--- config.mk ---
export PLATFORM = sky130hd
export DESIGN_NAME = codec_header_to_annexb
export DESIGN_NICKNAME = d
export VERILOG_FILES = /design/src/rtl/c2a_pkg.sv /design/src/rtl/c2a_parse.sv /design/src/rtl/c2a_burst.sv /design/src/rtl/codec_header_to_annexb.sv
export SDC_FILE = /design/constraint.sdc
export NUM_CORES = 1
export LEC_CHECK = 0
export BUFFER_PORTS_ARGS = -buffer_cell sky130_fd_sc_hd__buf_2
export CAP_MARGIN = 20
export CORE_MARGIN = 2
export CORE_UTILIZATION = 36
export CTS_CLUSTER_SIZE = 25
export DETAILED_ROUTE_END_ITERATION = 8
export SETUP_SLACK_MARGIN = 0.2
export SYNTH_ARGS = -nofsm -noshare
export SYNTH_HDL_FRONTEND = slang
export SYNTH_SLANG_ARGS = --single-unit
--- constraint.sdc ---
create_clock -name clk -period 18.46 [get_ports clk]
set_clock_uncertainty 0.1 [all_clocks]
set_input_delay 3.692 -clock clk [delete_from_list [all_inputs] [get_ports clk]]
set_output_delay 3.692 -clock clk [all_outputs]
set_load 0.02 [all_outputs]
--- src/rtl/c2a_pkg.sv ---
// shared types and constants for the extradata to annex b header converter
`default_nettype none

package c2a_pkg;

  // lookahead depth and the most words one input byte can cause
  localparam int LA_DEPTH    = 6;
  localparam int BURST_DEPTH = 7;

  // record walker and search phases
  typedef enum logic [3:0] {
    PH_START     = 4'd0,
    PH_SKIP      = 4'd1,
    PH_LENSZ     = 4'd2,
    PH_COUNT     = 4'd3,
    PH_ARR_TYPE  = 4'd4,
    PH_NUM_HI    = 4'd5,
    PH_NUM_LO    = 4'd6,
    PH_LEN_HI    = 4'd7,
    PH_LEN_LO    = 4'd8,
    PH_PAYLOAD   = 4'd9,
    PH_DONE      = 4'd10,
    PH_SCAN      = 4'd11,
    PH_PASS      = 4'd12,
    PH_FAIL      = 4'd13,
    PH_COPY      = 4'd14
  } c2a_phase_t;

  // codec selection codes
  localparam logic [1:0] CODEC_H264 = 2'd0;
  localparam logic [1:0] CODEC_H265 = 2'd1;
  localparam logic [1:0] CODEC_COPY = 2'd2;

  // end-of-header status codes
  localparam logic [1:0] ST_OK       = 2'd0;
  localparam logic [1:0] ST_NO_START = 2'd1;
  localparam logic [1:0] ST_SHORT    = 2'd2;
  localparam logic [1:0] ST_TRUNC    = 2'd3;

  // word kinds
  localparam logic KIND_DATA = 1'b0;
  localparam logic KIND_END  = 1'b1;

  // record constants
  localparam logic [7:0]  START_MARK     = 8'h01;
  localparam logic [7:0]  AVC_COUNT_MASK = 8'h1f;
  localparam logic [4:0]  SKIP_AVC       = 5'd3;
  localparam logic [4:0]  SKIP_HVC       = 5'd21 - 5'd1;
  localparam logic [2:0]  LEN_SIZE_RESET = 3'd4;
  localparam logic [19:0] SIZE_MAX       = 20'hFFFFF;

  // one output word
  typedef struct packed {
    logic        item_kind;
    logic [7:0]  data_byte;
    logic [1:0]  status;
    logic [2:0]  length_field_bytes;
    logic [19:0] header_size;
    logic        last_result;
  } c2a_item_t;

  // all words caused by one input byte
  typedef struct packed {
    logic [2:0]                        count;
    c2a_item_t [BURST_DEPTH-1:0]       items;
  } c2a_burst_t;

endpackage

`default_nettype wire

--- src/rtl/c2a_parse.sv ---
// record walker and start code search: state and the word burst for each byte
`default_nettype none

module c2a_parse import c2a_pkg::*; #(
  parameter int SCAN_WINDOW = 4
) (
  input  wire logic       clk,
  input  wire logic       rst,
  input  wire logic       accept,
  input  wire logic [7:0] in_byte,
  input  wire logic       in_last,
  input  wire logic [1:0] codec_standard,
  output c2a_burst_t      burst
);

  localparam int NEED = (SCAN_WINDOW + 2 > 4) ? SCAN_WINDOW + 2 : 4;

  typedef struct packed {
    c2a_phase_t  phase;
    logic        second;
    logic [7:0]  arrays;
  } unit_t;

  // registers
  c2a_phase_t  phase, phase_next;
  logic [1:0]  std_cur, std_cur_next;
  logic [4:0]  skip_count, skip_count_next;
  logic [15:0] nal_bytes_left, nal_bytes_left_next;
  logic [15:0] nalus_left, nalus_left_next;
  logic [7:0]  arrays_left, arrays_left_next;
  logic        in_second_set, in_second_set_next;
  logic [2:0]  length_size, length_size_next;
  logic [19:0] emitted_count, emitted_count_next;
  logic [2:0]  lookahead_fill, lookahead_fill_next;
  logic        held_valid, held_valid_next;
  logic [7:0]  held_data, held_data_next;
  logic [7:0]  lookahead [LA_DEPTH];

  // working signals
  logic [7:0]  la_new [LA_DEPTH];
  logic [7:0]  dlist [LA_DEPTH];
  logic [2:0]  nd;
  logic        end_v;
  logic [1:0]  end_st;
  logic        la_wr;
  logic [20:0] cnt_sum;

  // step to the next nal unit, set or array
  function automatic unit_t next_unit(input logic [15:0] nalus, input logic [1:0] std,
                                      input logic second, input logic [7:0] arrays);
    unit_t u;
    u.phase  = PH_DONE;
    u.second = second;
    u.arrays = arrays;
    if (nalus != 16'd0) begin
      u.phase = PH_LEN_HI;
    end else if (std == CODEC_H264) begin
      if (!second) begin
        u.second = 1'b1;
        u.phase  = PH_COUNT;
      end
    end else if (arrays != 8'd0) begin
      u.arrays = arrays - 8'd1;
      u.phase  = PH_ARR_TYPE;
    end
    return u;
  endfunction

  // lookahead with this byte written at the fill position
  always_comb begin
    for (int i = 0; i < LA_DEPTH; i++) begin
      la_new[i] = (3'(i) == lookahead_fill) ? in_byte : lookahead[i];
    end
  end

  // next state and burst contents
  always_comb begin
    logic       handled;
    logic       walker;
    logic       match;
    logic [2:0] n;
    logic [7:0] tail;
    logic [4:0] skip_tmp;
    unit_t      u;
    c2a_phase_t ph;

    std_cur_next        = std_cur;
    skip_count_next     = skip_count;
    nal_bytes_left_next = nal_bytes_left;
    nalus_left_next     = nalus_left;
    arrays_left_next    = arrays_left;
    in_second_set_next  = in_second_set;
    length_size_next    = length_size;
    lookahead_fill_next = lookahead_fill;
    held_valid_next     = held_valid;
    held_data_next      = held_data;
    la_wr    = 1'b0;
    nd       = 3'd0;
    end_v    = 1'b0;
    end_st   = ST_OK;
    handled  = 1'b0;
    walker   = 1'b0;
    match    = 1'b0;
    skip_tmp = 5'd0;
    u        = '0;
    for (int i = 0; i < LA_DEPTH; i++) begin
      dlist[i] = la_new[i];
    end
    n    = (lookahead_fill < 3'(LA_DEPTH)) ? lookahead_fill + 3'd1 : 3'(LA_DEPTH);
    tail = la_new[n - 3'd1];
    ph   = phase;

    // first byte of a record picks the codec and the record form
    if (phase == PH_START) begin
      std_cur_next = (codec_standard > CODEC_H265) ? CODEC_COPY : codec_standard;
      if (std_cur_next == CODEC_COPY) begin
        ph = PH_COPY;
      end else if (in_byte == START_MARK) begin
        handled = 1'b1;
        if (in_last) begin
          end_v  = 1'b1;
          end_st = ST_SHORT;
        end else begin
          ph              = PH_SKIP;
          skip_count_next = (std_cur_next == CODEC_H264) ? SKIP_AVC : SKIP_HVC;
        end
      end else begin
        ph = PH_SCAN;
      end
    end

    if (!handled) begin
      case (ph)
        PH_COPY: begin
          dlist[0] = in_byte;
          nd       = 3'd1;
          if (in_last) begin
            end_v = 1'b1;
          end
        end
        PH_SCAN: begin
          la_wr               = 1'b1;
          lookahead_fill_next = n;
          for (int k = 0; k < SCAN_WINDOW; k++) begin
            if (3'(k + 2) < n && la_new[k] == 8'h00 && la_new[k+1] == 8'h00 &&
                la_new[k+2] == START_MARK) begin
              match = 1'b1;
            end
          end
          if (n >= 3'd4 && match) begin
            nd = n;
            if (std_cur_next == CODEC_H264) begin
              if (in_last) begin
                if (tail == 8'h00) begin
                  nd = n - 3'd1;
                end
              end else begin
                nd              = n - 3'd1;
                held_valid_next = 1'b1;
                held_data_next  = tail;
              end
            end
            ph = PH_PASS;
            if (in_last) begin
              end_v = 1'b1;
            end
          end else if (in_last) begin
            end_v  = 1'b1;
            end_st = (n <= 3'd3) ? ST_SHORT : ST_NO_START;
          end else if (n >= 3'(NEED)) begin
            ph = PH_FAIL;
          end
        end
        PH_PASS: begin
          if (std_cur_next == CODEC_H264) begin
            dlist[0] = held_valid ? held_data : in_byte;
            dlist[1] = in_byte;
            nd = {2'b00, held_valid} + {2'b00, in_last && in_byte != 8'h00};
            held_valid_next = !in_last;
            held_data_next  = in_byte;
          end else begin
            dlist[0] = in_byte;
            nd       = 3'd1;
          end
          if (in_last) begin
            end_v = 1'b1;
          end
        end
        PH_FAIL: begin
          if (in_last) begin
            end_v  = 1'b1;
            end_st = ST_NO_START;
          end
        end
        PH_SKIP: begin
          walker   = 1'b1;
          skip_tmp = (skip_count != 5'd0) ? skip_count - 5'd1 : skip_count;
          skip_count_next = skip_tmp;
          if (skip_tmp == 5'd0) begin
            ph = PH_LENSZ;
          end
        end
        PH_LENSZ: begin
          walker           = 1'b1;
          length_size_next = {1'b0, in_byte[1:0]} + 3'd1;
          ph               = PH_COUNT;
        end
        PH_COUNT: begin
          walker = 1'b1;
          if (std_cur_next == CODEC_H264) begin
            nalus_left_next = in_second_set ? {8'h00, in_byte}
                                            : {8'h00, in_byte & AVC_COUNT_MASK};
          end else begin
            arrays_left_next = in_byte;
            nalus_left_next  = 16'd0;
          end
          u = next_unit(nalus_left_next, std_cur_next, in_second_set, arrays_left_next);
          ph                 = u.phase;
          in_second_set_next = u.second;
          arrays_left_next   = u.arrays;
        end
        PH_ARR_TYPE: begin
          walker = 1'b1;
          ph     = PH_NUM_HI;
        end
        PH_NUM_HI: begin
          walker          = 1'b1;
          nalus_left_next = {in_byte, 8'h00};
          ph              = PH_NUM_LO;
        end
        PH_NUM_LO: begin
          walker          = 1'b1;
          nalus_left_next = nalus_left | {8'h00, in_byte};
          u = next_unit(nalus_left_next, std_cur_next, in_second_set, arrays_left);
          ph                 = u.phase;
          in_second_set_next = u.second;
          arrays_left_next   = u.arrays;
        end
        PH_LEN_HI: begin
          walker              = 1'b1;
          nal_bytes_left_next = {in_byte, 8'h00};
          ph                  = PH_LEN_LO;
        end
        PH_LEN_LO: begin
          walker              = 1'b1;
          nal_bytes_left_next = nal_bytes_left | {8'h00, in_byte};
          nalus_left_next     = nalus_left - 16'd1;
          dlist[0] = 8'h00;
          dlist[1] = 8'h00;
          dlist[2] = 8'h00;
          dlist[3] = START_MARK;
          nd       = 3'd4;
          if (nal_bytes_left_next != 16'd0) begin
            ph = PH_PAYLOAD;
          end else begin
            u = next_unit(nalus_left_next, std_cur_next, in_second_set, arrays_left);
            ph                 = u.phase;
            in_second_set_next = u.second;
            arrays_left_next   = u.arrays;
          end
        end
        PH_PAYLOAD: begin
          walker              = 1'b1;
          dlist[0]            = in_byte;
          nd                  = 3'd1;
          nal_bytes_left_next = nal_bytes_left - 16'd1;
          if (nal_bytes_left_next == 16'd0) begin
            u = next_unit(nalus_left, std_cur_next, in_second_set, arrays_left);
            ph                 = u.phase;
            in_second_set_next = u.second;
            arrays_left_next   = u.arrays;
          end
        end
        default: begin
          walker = 1'b1;
        end
      endcase

      // record walker closes with ok only when the record was complete
      if (walker && in_last) begin
        end_v  = 1'b1;
        end_st = (ph == PH_DONE) ? ST_OK : ST_TRUNC;
      end
    end

    phase_next = ph;

    // saturating count of emitted bytes
    cnt_sum            = {1'b0, emitted_count} + {18'd0, nd};
    emitted_count_next = cnt_sum[20] ? SIZE_MAX : cnt_sum[19:0];

    // burst of words for this byte
    burst.count = nd + {2'b00, end_v};
    burst.items = '0;
    for (int i = 0; i < LA_DEPTH; i++) begin
      if (3'(i) < nd) begin
        burst.items[i].item_kind          = KIND_DATA;
        burst.items[i].data_byte          = dlist[i];
        burst.items[i].length_field_bytes = length_size_next;
      end
    end
    if (end_v) begin
      burst.items[nd].item_kind          = KIND_END;
      burst.items[nd].status             = end_st;
      burst.items[nd].length_field_bytes = length_size_next;
      burst.items[nd].header_size        =
        (end_st == ST_NO_START || end_st == ST_SHORT) ? 20'd0 : emitted_count_next;
    end
    if (burst.count != 3'd0) begin
      burst.items[burst.count - 3'd1].last_result = 1'b1;
    end

    // the final byte of a record returns everything to the start
    if (in_last) begin
      phase_next          = PH_START;
      skip_count_next     = 5'd0;
      nal_bytes_left_next = 16'd0;
      nalus_left_next     = 16'd0;
      arrays_left_next    = 8'd0;
      in_second_set_next  = 1'b0;
      length_size_next    = LEN_SIZE_RESET;
      emitted_count_next  = 20'd0;
      lookahead_fill_next = 3'd0;
      held_valid_next     = 1'b0;
    end
  end

  // state registers
  always_ff @(posedge clk) begin
    if (rst) begin
      phase          <= PH_START;
      std_cur        <= CODEC_H264;
      skip_count     <= 5'd0;
      nal_bytes_left <= 16'd0;
      nalus_left     <= 16'd0;
      arrays_left    <= 8'd0;
      in_second_set  <= 1'b0;
      length_size    <= LEN_SIZE_RESET;
      emitted_count  <= 20'd0;
      lookahead_fill <= 3'd0;
      held_valid     <= 1'b0;
    end else if (accept) begin
      phase          <= phase_next;
      std_cur        <= std_cur_next;
      skip_count     <= skip_count_next;
      nal_bytes_left <= nal_bytes_left_next;
      nalus_left     <= nalus_left_next;
      arrays_left    <= arrays_left_next;
      in_second_set  <= in_second_set_next;
      length_size    <= length_size_next;
      emitted_count  <= emitted_count_next;
      lookahead_fill <= lookahead_fill_next;
      held_valid     <= held_valid_next;
    end
  end

  // payload registers: held byte and lookahead window
  always_ff @(posedge clk) begin
    if (accept) begin
      held_data <= held_data_next;
      if (la_wr) begin
        lookahead <= la_new;
      end
    end
  end

endmodule

`default_nettype wire

--- src/rtl/c2a_burst.sv ---
// burst buffer and output register: hands out one word per cycle while the receiver is ready
`default_nettype none

module c2a_burst import c2a_pkg::*; (
  input  wire logic       clk,
  input  wire logic       rst,
  input  wire logic       in_valid,
  output logic            in_ready,
  input  wire c2a_burst_t burst,
  output logic            out_valid,
  input  wire logic       out_ready,
  output c2a_item_t       out_item
);

  logic [2:0]                  count;
  c2a_item_t [BURST_DEPTH-1:0] items;
  logic                        out_free;
  logic                        move;
  logic                        load;

  // handshake: a new burst may enter once the buffer drains this cycle
  assign out_free = !out_valid || out_ready;
  assign move     = out_free && (count != 3'd0);
  assign in_ready = (count == 3'd0) || (count == 3'd1 && out_free);
  assign load     = in_valid && in_ready;

  // word count of the buffer
  always_ff @(posedge clk) begin
    if (rst) begin
      count <= 3'd0;
    end else if (load) begin
      count <= burst.count;
    end else if (move) begin
      count <= count - 3'd1;
    end
  end

  // buffer contents: load a burst or shift toward the head
  always_ff @(posedge clk) begin
    if (load) begin
      items <= burst.items;
    end else if (move) begin
      for (int i = 0; i < BURST_DEPTH - 1; i++) begin
        items[i] <= items[i+1];
      end
    end
  end

  // output register
  always_ff @(posedge clk) begin
    if (rst) begin
      out_valid <= 1'b0;
    end else if (out_free) begin
      out_valid <= move;
    end
  end

  always_ff @(posedge clk) begin
    if (move) begin
      out_item <= items[0];
    end
  end

endmodule

`default_nettype wire

--- src/rtl/codec_header_to_annexb.sv ---
// top level of the extradata to annex b header converter
// Usage:
//   Extradata enters one byte per word on the in channel (in_byte, in_last
//   marks the final byte). Header words leave on the out channel: data words
//   carry a header byte, and the step with in_last adds one end word with the
//   status, length field size and header size. A byte causes zero to seven
//   words; each word carries last_result on the final word of its byte.
//   The cfg channel writes codec_standard (always ready); it is sampled on
//   the first byte of each record.
// Timing: the words of a byte pass through the burst buffer and then the output
//   register. All the work for a byte is done in the cycle it is taken.
// Throughput: one word per cycle on the out side while the receiver is ready; a
//   byte that causes k words holds the in side until the burst buffer has drained
//   through the single output register. Bytes causing one word or none flow at one
//   per cycle while the receiver is ready.
// Reset: synchronous, returns to the start of a record with codec H.264 and
//   an empty buffer. A stalled receiver holds the output register; the
//   buffer behind it then fills and in_ready drops.
`default_nettype none

module codec_header_to_annexb import c2a_pkg::*; #(
  parameter int SCAN_WINDOW = 4
) (
  input  wire logic        clk,
  input  wire logic        rst,
  input  wire logic        cfg_valid,
  output logic             cfg_ready,
  input  wire logic [1:0]  cfg_data,
  input  wire logic        in_valid,
  output logic             in_ready,
  input  wire logic [7:0]  in_byte,
  input  wire logic        in_last,
  output logic             out_valid,
  input  wire logic        out_ready,
  output logic             item_kind,
  output logic [7:0]       data_byte,
  output logic [1:0]       status,
  output logic [2:0]       length_field_bytes,
  output logic [19:0]      header_size,
  output logic             last_result
);

  logic [1:0] codec_standard;
  c2a_burst_t burst;
  c2a_item_t  out_item;
  logic       accept;

  // configuration register
  assign cfg_ready = 1'b1;

  always_ff @(posedge clk) begin
    if (rst) begin
      codec_standard <= CODEC_H264;
    end else if (cfg_valid && cfg_ready) begin
      codec_standard <= cfg_data;
    end
  end

  assign accept = in_valid && in_ready;

  // record parsing
  c2a_parse #(
    .SCAN_WINDOW(SCAN_WINDOW)
  ) u_parse (
    .clk            (clk),
    .rst            (rst),
    .accept         (accept),
    .in_byte        (in_byte),
    .in_last        (in_last),
    .codec_standard (codec_standard),
    .burst          (burst)
  );

  // word buffer and output register
  c2a_burst u_burst (
    .clk       (clk),
    .rst       (rst),
    .in_valid  (in_valid),
    .in_ready  (in_ready),
    .burst     (burst),
    .out_valid (out_valid),
    .out_ready (out_ready),
    .out_item  (out_item)
  );

  // output fields
  assign item_kind          = out_item.item_kind;
  assign data_byte          = out_item.data_byte;
  assign status             = out_item.status;
  assign length_field_bytes = out_item.length_field_bytes;
  assign header_size        = out_item.header_size;
  assign last_result        = out_item.last_result;

endmodule

`default_nettype wire

### Word-level counts from Yosys, hierarchy flattened

Cells that the tools add are included.

| storage, ports and cells | value |
|---|---|
| register bits | 421 |
| bits in writable memories | 0 |
| bits of input ports | 16 |
| bits in latches | 0 |
| ROM bits | 0 |
| memories kept | 0 |
| output and inout port bits | 38 |

| operators by class | value |
|---|---|
| shifts and indexed selects | 0 |
| $lt $le $gt $ge | 20 |
| equal/unequal tests | 42 |
| reduce and logical (&&, ||, !) cells | 66 |
| multipliers | 0 |
| bitwise gates (word level) | 4 |
| div/mod/pow operators | 0 |
| mux-type cells | 175 |
| add/subtract/negate cells | 13 |

Operators by type and width:

| operator | count |
|---|---|
| bitwise mux 245 bit | 5 |
| demux 35 bit (select 3 bit) | 5 |
| two-way mux 245 bit | 2 |
| two-way mux 210 bit | 2 |
| two-way mux 8 bit | 33 |
| two-way mux 16 bit | 8 |
| two-way mux 4 bit | 21 |
| nonzero test 16 bit | 5 |
| one-hot mux 16 bit (4 select lines) | 1 |
| two-way mux 3 bit | 21 |
| two-way mux 20 bit | 3 |
| zero test 8 bit | 6 |
| one-hot mux 16 bit (3 select lines) | 1 |
| two-way mux 5 bit | 9 |
| equality test 8 x 1 -> 1 bit (second input constant) | 5 |
| one-hot mux 4 bit (10 select lines) | 1 |
| two-way mux 9 bit | 4 |
| two-way mux 35 bit | 1 |
| two-way mux 1 bit | 32 |
| two-way mux 32 bit | 1 |
| bitwise OR 16 x 8 -> 16 bit | 2 |
| one-hot mux 8 bit (2 select lines) | 2 |
| one-hot mux 8 bit (4 select lines) | 1 |
| subtractor 16 x 1 -> 16 bit (second input constant) | 2 |
| 65 further kinds | 147 |

### Logic depth before layout (Yosys ltp)

| logic depth | value |
|---|---|
| depth in word-level cells | 28 |
| depth in mapped cells | 28 |
| depth with buffers taken out | 25 |

### Modules after synthesis

A second synthesis with hierarchy kept.

| unflattened totals | value |
|---|---|
| cell total of the unflattened synthesis | 2167 |
| area total of the unflattened synthesis | 23855.4 um2 |

Modules (own cells, without submodules):

| module | times used | sequential area each (um2) | cells each | area each (um2) |
|---|---|---|---|---|
| c2a_burst | 1 | 8488.1 | 546 | 11946.5 |
| c2a_parse | 1 | 3263.1 | 1612 | 11823.8 |
| codec_header_to_annexb | 1 | 40.0 | 9 | 85.1 |

### Least setup slack after synthesis

Ideal clock, no wire load.

| timing path | value |
|---|---|
| kind | input-to-reg |
| start | in out_ready |
| end | reg u_burst.items[0] (netlist bit) (enable) |
| stages | 4 |
| arrival time | 10.187 ns |
| setup time | 0.607 ns |
| path slack | 7.566 ns |
| buffers on the path | 1 |
| data required time | 17.753 ns |
| cells stage by stage | nand2b_1 -> nor2b_1 -> clkbuf_1 -> nand2b_1 |

RTL lines:

| what | RTL line | text |
|---|---|---|
| from (decl) | codec_header_to_annexb.sv:34 | `input wire logic out_ready,` |
| logical OR 1 bit | c2a_burst.sv:22 | `assign out_free = !out_valid \|\| out_ready;` |
| logical AND 1 bit | c2a_burst.sv:23 | `assign move = out_free && (count != 3'd0);` |
| named net u_burst.move | c2a_burst.sv:18 | `logic move;` |
| nonzero test 2 bit (no line) | - |  |
| to (signal assigned) | c2a_burst.sv:41 | `items <= burst.items;` |
| to (signal, indexed assignment) | c2a_burst.sv:44 | `items[i] <= items[i+1];` |
| to (decl) | c2a_burst.sv:16 | `c2a_item_t [BURST_DEPTH-1:0] items;` |

The timed path passes the listed nets, and every way through them passes these cells.
A chain may end at the register's enable or synchronous reset.

### Final worst setup path

| timing path | value |
|---|---|
| start | in in_byte[2] |
| end | reg u_burst.items[148] (netlist bit) (data pin) |

| between the ends | value |
|---|---|
| cells in the longest elaborated chain, start to end | 27 |

RTL lines:

| what | RTL line | text |
|---|---|---|
| from (decl) | codec_header_to_annexb.sv:31 | `input wire logic [7:0] in_byte,` |
| branches (longest 25 deep; another with two-way mux 8 bit) | - |  |
| two-way mux 245 bit * | c2a_parse.sv:309 | `if (burst.count != 3'd0) begin` |
| two-way mux 210 bit * | c2a_burst.sv:40 | `if (load) begin` |

Every way passes the cells marked *. The select of a mux whose other input is x is not followed.

==> metrics <==
status=finished, final reports clean; initial cell density of the core=roughly 36%; Worst VDD drop=roughly 0.11 mV; Core Area=a little under 60000 µm²; largest net degree at the start of global routing=92; CTS Buffer Depth=3; layout cell share with drive strength beyond 1=roughly 9.0%; Synth top cells by count=328 x edfxtp_1, 320 x nand2_1, 181 x nor2_1; Synth area leader=edfxtp_1; Netlist cell types=between 80 and 90; Setup crit start kind=primary input; worst-skew pair later-pin latency=600 ps; hold buffers post-CTS=0; number of fill cells=between 5000 and 6000; min-delay src=u_burst.items[30]; Final Instance Area=23400 µm²; worst setup margin=between 8000 and 9000 ps; Peak Freq=~0.10 GHz; P_leak=roughly 8.5 nW; area of the multi-input gates=a little under 9000 µm²; Chip Width=246 µm; CTS Buf Count=45; final wirelength=around 57000 µm; most common cell in the netlist=edfxtp_1; Max FO, Critical Path=23; post-synth top area share=between 40% and 50%; ys flop type=edfxtp_1; Tcrit/Tclk final=roughly 52%; Worst setup EP type=flop; Pins Over Slew Limit=0; Final Hold Viols=0; DR iter-0 viols=between 1500 and 2000; routed len/inst=19.6 µm; via count=16600; critical path class=primary input to flop; worst hold path type=flop to flop; Crit path arrival time=roughly 10000 ps; Syn Std Cell Area=between 20000 and 25000 µm²; min cycle time layout=about 9700 ps; Setup TNS=0 ps; met3 GRT Util=3.18%; Avg Vias per Cell=~5.7; Pwr per Cell Area=between 150 and 200 nW/µm²; Placement Setup Slack=about 8300 ps; Data required, critical path=18770 ps; first-pass GRT wire length=approximately 90000 µm; setup violators final=0; R2R depth=21; busiest layer in global routing=met2; PnR Total Power=4.24 mW; vias in the first global route=roughly 16000; FF-to-FF End=u_burst.items[148]; Clock transition at path regs=roughly 60 ps; CTS resizes=0; grt met2 use=about 30%; Slew @ Worst Pin=1100 ps; grt total ovfl=0; IO Count=54; Post-synth EDFFs=between 300 and 400; # DRC=0; CTS H-Tree Depth=2; CTS tree=built; DRT Pass-1 Iters=8; yosys warns=0; worst hold slack=~320 ps; top area cells in the synthesized netlist=edfxtp_1 47%, dfxtp_1 8.1%, nand2_1 5.7%; clk sinks=413; Area growth, synth to finish=11.0%; Sequential cell area=11600 µm²; Endpoint, Worst Hold=u_burst.out_item[30]; Vert. Die Dim=about 250 µm; ANT nets after route=0; clk root buf=clkbuf_16; synthesized instance count=2136; # port buffers=52; unrepaired setup endpoints after global routing=false; DP HPWL=37300 µm; # rows=between 80 and 90; non-filler instance count after layout=2918; register area share after synthesis=a little over half; All-Layer GR Usage=18.8%; hold depth=0; Reg2Reg Launch Point=u_parse.lookahead_fill[0]; GPL Wtd Cong=roughly 0.93; met1 Resource Use GR=25.8%; setup bufs post-CTS=0; Syn Area/Cell=a little under 10 µm²; placed inst area=22000 µm²; DIE AREA=around 60000 µm²; initial antenna violation count=1; MaxCap Viol Count=0; relative slew slack=a little over a quarter; Worst R2R Setup Slack=10800 ps; FF+latch count, synth=between 400 and 500; Nets=2162; Synth async-reset ratio=0%; fin util=~40%; Cells after DPL=2833
[how the worst max path moves through the flow]
stage / from / to / slack [ps]
final: in_byte[2] / u_burst.items[148] / 8790
after global routing: in_byte[2] / u_burst.items[148] / 8310
after CTS: in_byte[3] / u_burst.items[113] / 8930
after detailed placement: in_byte[3] / u_burst.items[183] / 8330
after global placement: in_byte[2] / u_burst.items[113] / 8600
after floorplan: out_ready / u_burst.items[0] / 7570
[cell usage in the layout (no fill, tap or decap), drive strengths merged, types with 58 or more instances in the layout]
master | synthesis | layout
a21oi | 132 | 132
buf | 29 | 85
clkbuf | 124 | 58
dfxtp | 85 | 85
edfxtp | 328 | 328
inv | 70 | 74
nand2 | 320 | 320
nor2 | 182 | 182
nor3 | 69 | 69
o21ai | 252 | 252
[where the power goes]
part,switching (mW),leakage [nW],internal [mW]
combinational,1.13,3.82,0.495
sequential,0.142,3.98,1.60
clock,0.384,0.662,0.482
[critical path: stages]
cell and delay, ps:
buf_2 290, or4_1 690, or4_1 430, a21oi_1 210, nand3_1 90, o22ai_1 340, nor2b_1 260, a22o_1 670
inv_1 150, fa_1 490, nor2b_1 160, nor2_1 80, nor3_1 470, and2_1 300, nand4_1 230, or3_1 580
buf_4 310, o21ai_0 140, nand2_1 190, o21ai_1 170
[layout make-up]
class	instances	area share, %
inverters	72	1.16
clock inverters	25	0.905
clock buffers	58	5.03
well taps	765	4.09
flip-flops and latches	413	49.4
repair buffers	85	2.26
multi-input cells	1499	37.1
diodes	1	0.0107
[per-layer routing]
metal / wire (µm) / part of all wire, %
met1: 25600 / 45
met2: 26000 / 45
met3: 3710 / 6.5
met4: 1850 / 3.2
met5: 13 / 0.023
[state kept, by name, indices dropped and copies added (netlist names), 4 cells and up]
name and cells:
u_burst.items 237, u_parse.nal_bytes_left 16, u_parse.held_data 8, u_burst.out_item 35
u_parse.emitted_count 20, u_parse.arrays_left 8, u_parse.nalus_left 16, u_parse.phase 4
u_parse.lookahead 48, u_parse.skip_count 5
[cell families after synthesis]
| family | share of synthesized area (%) |
|---|---|
| AND/OR/NAND/NOR | 16.7 |
| AO/OA/AOI/OAI | 17.3 |
| flip-flops | 54.9 |
| buffers and inverters | 4.16 |
| multiplexers | 3.48 |
| XOR/XNOR | 1.66 |
| adder cells (fa/ha/maj) | 1.82 |
| other | 0.0357 |
Power figures use the tool's default switching activity.
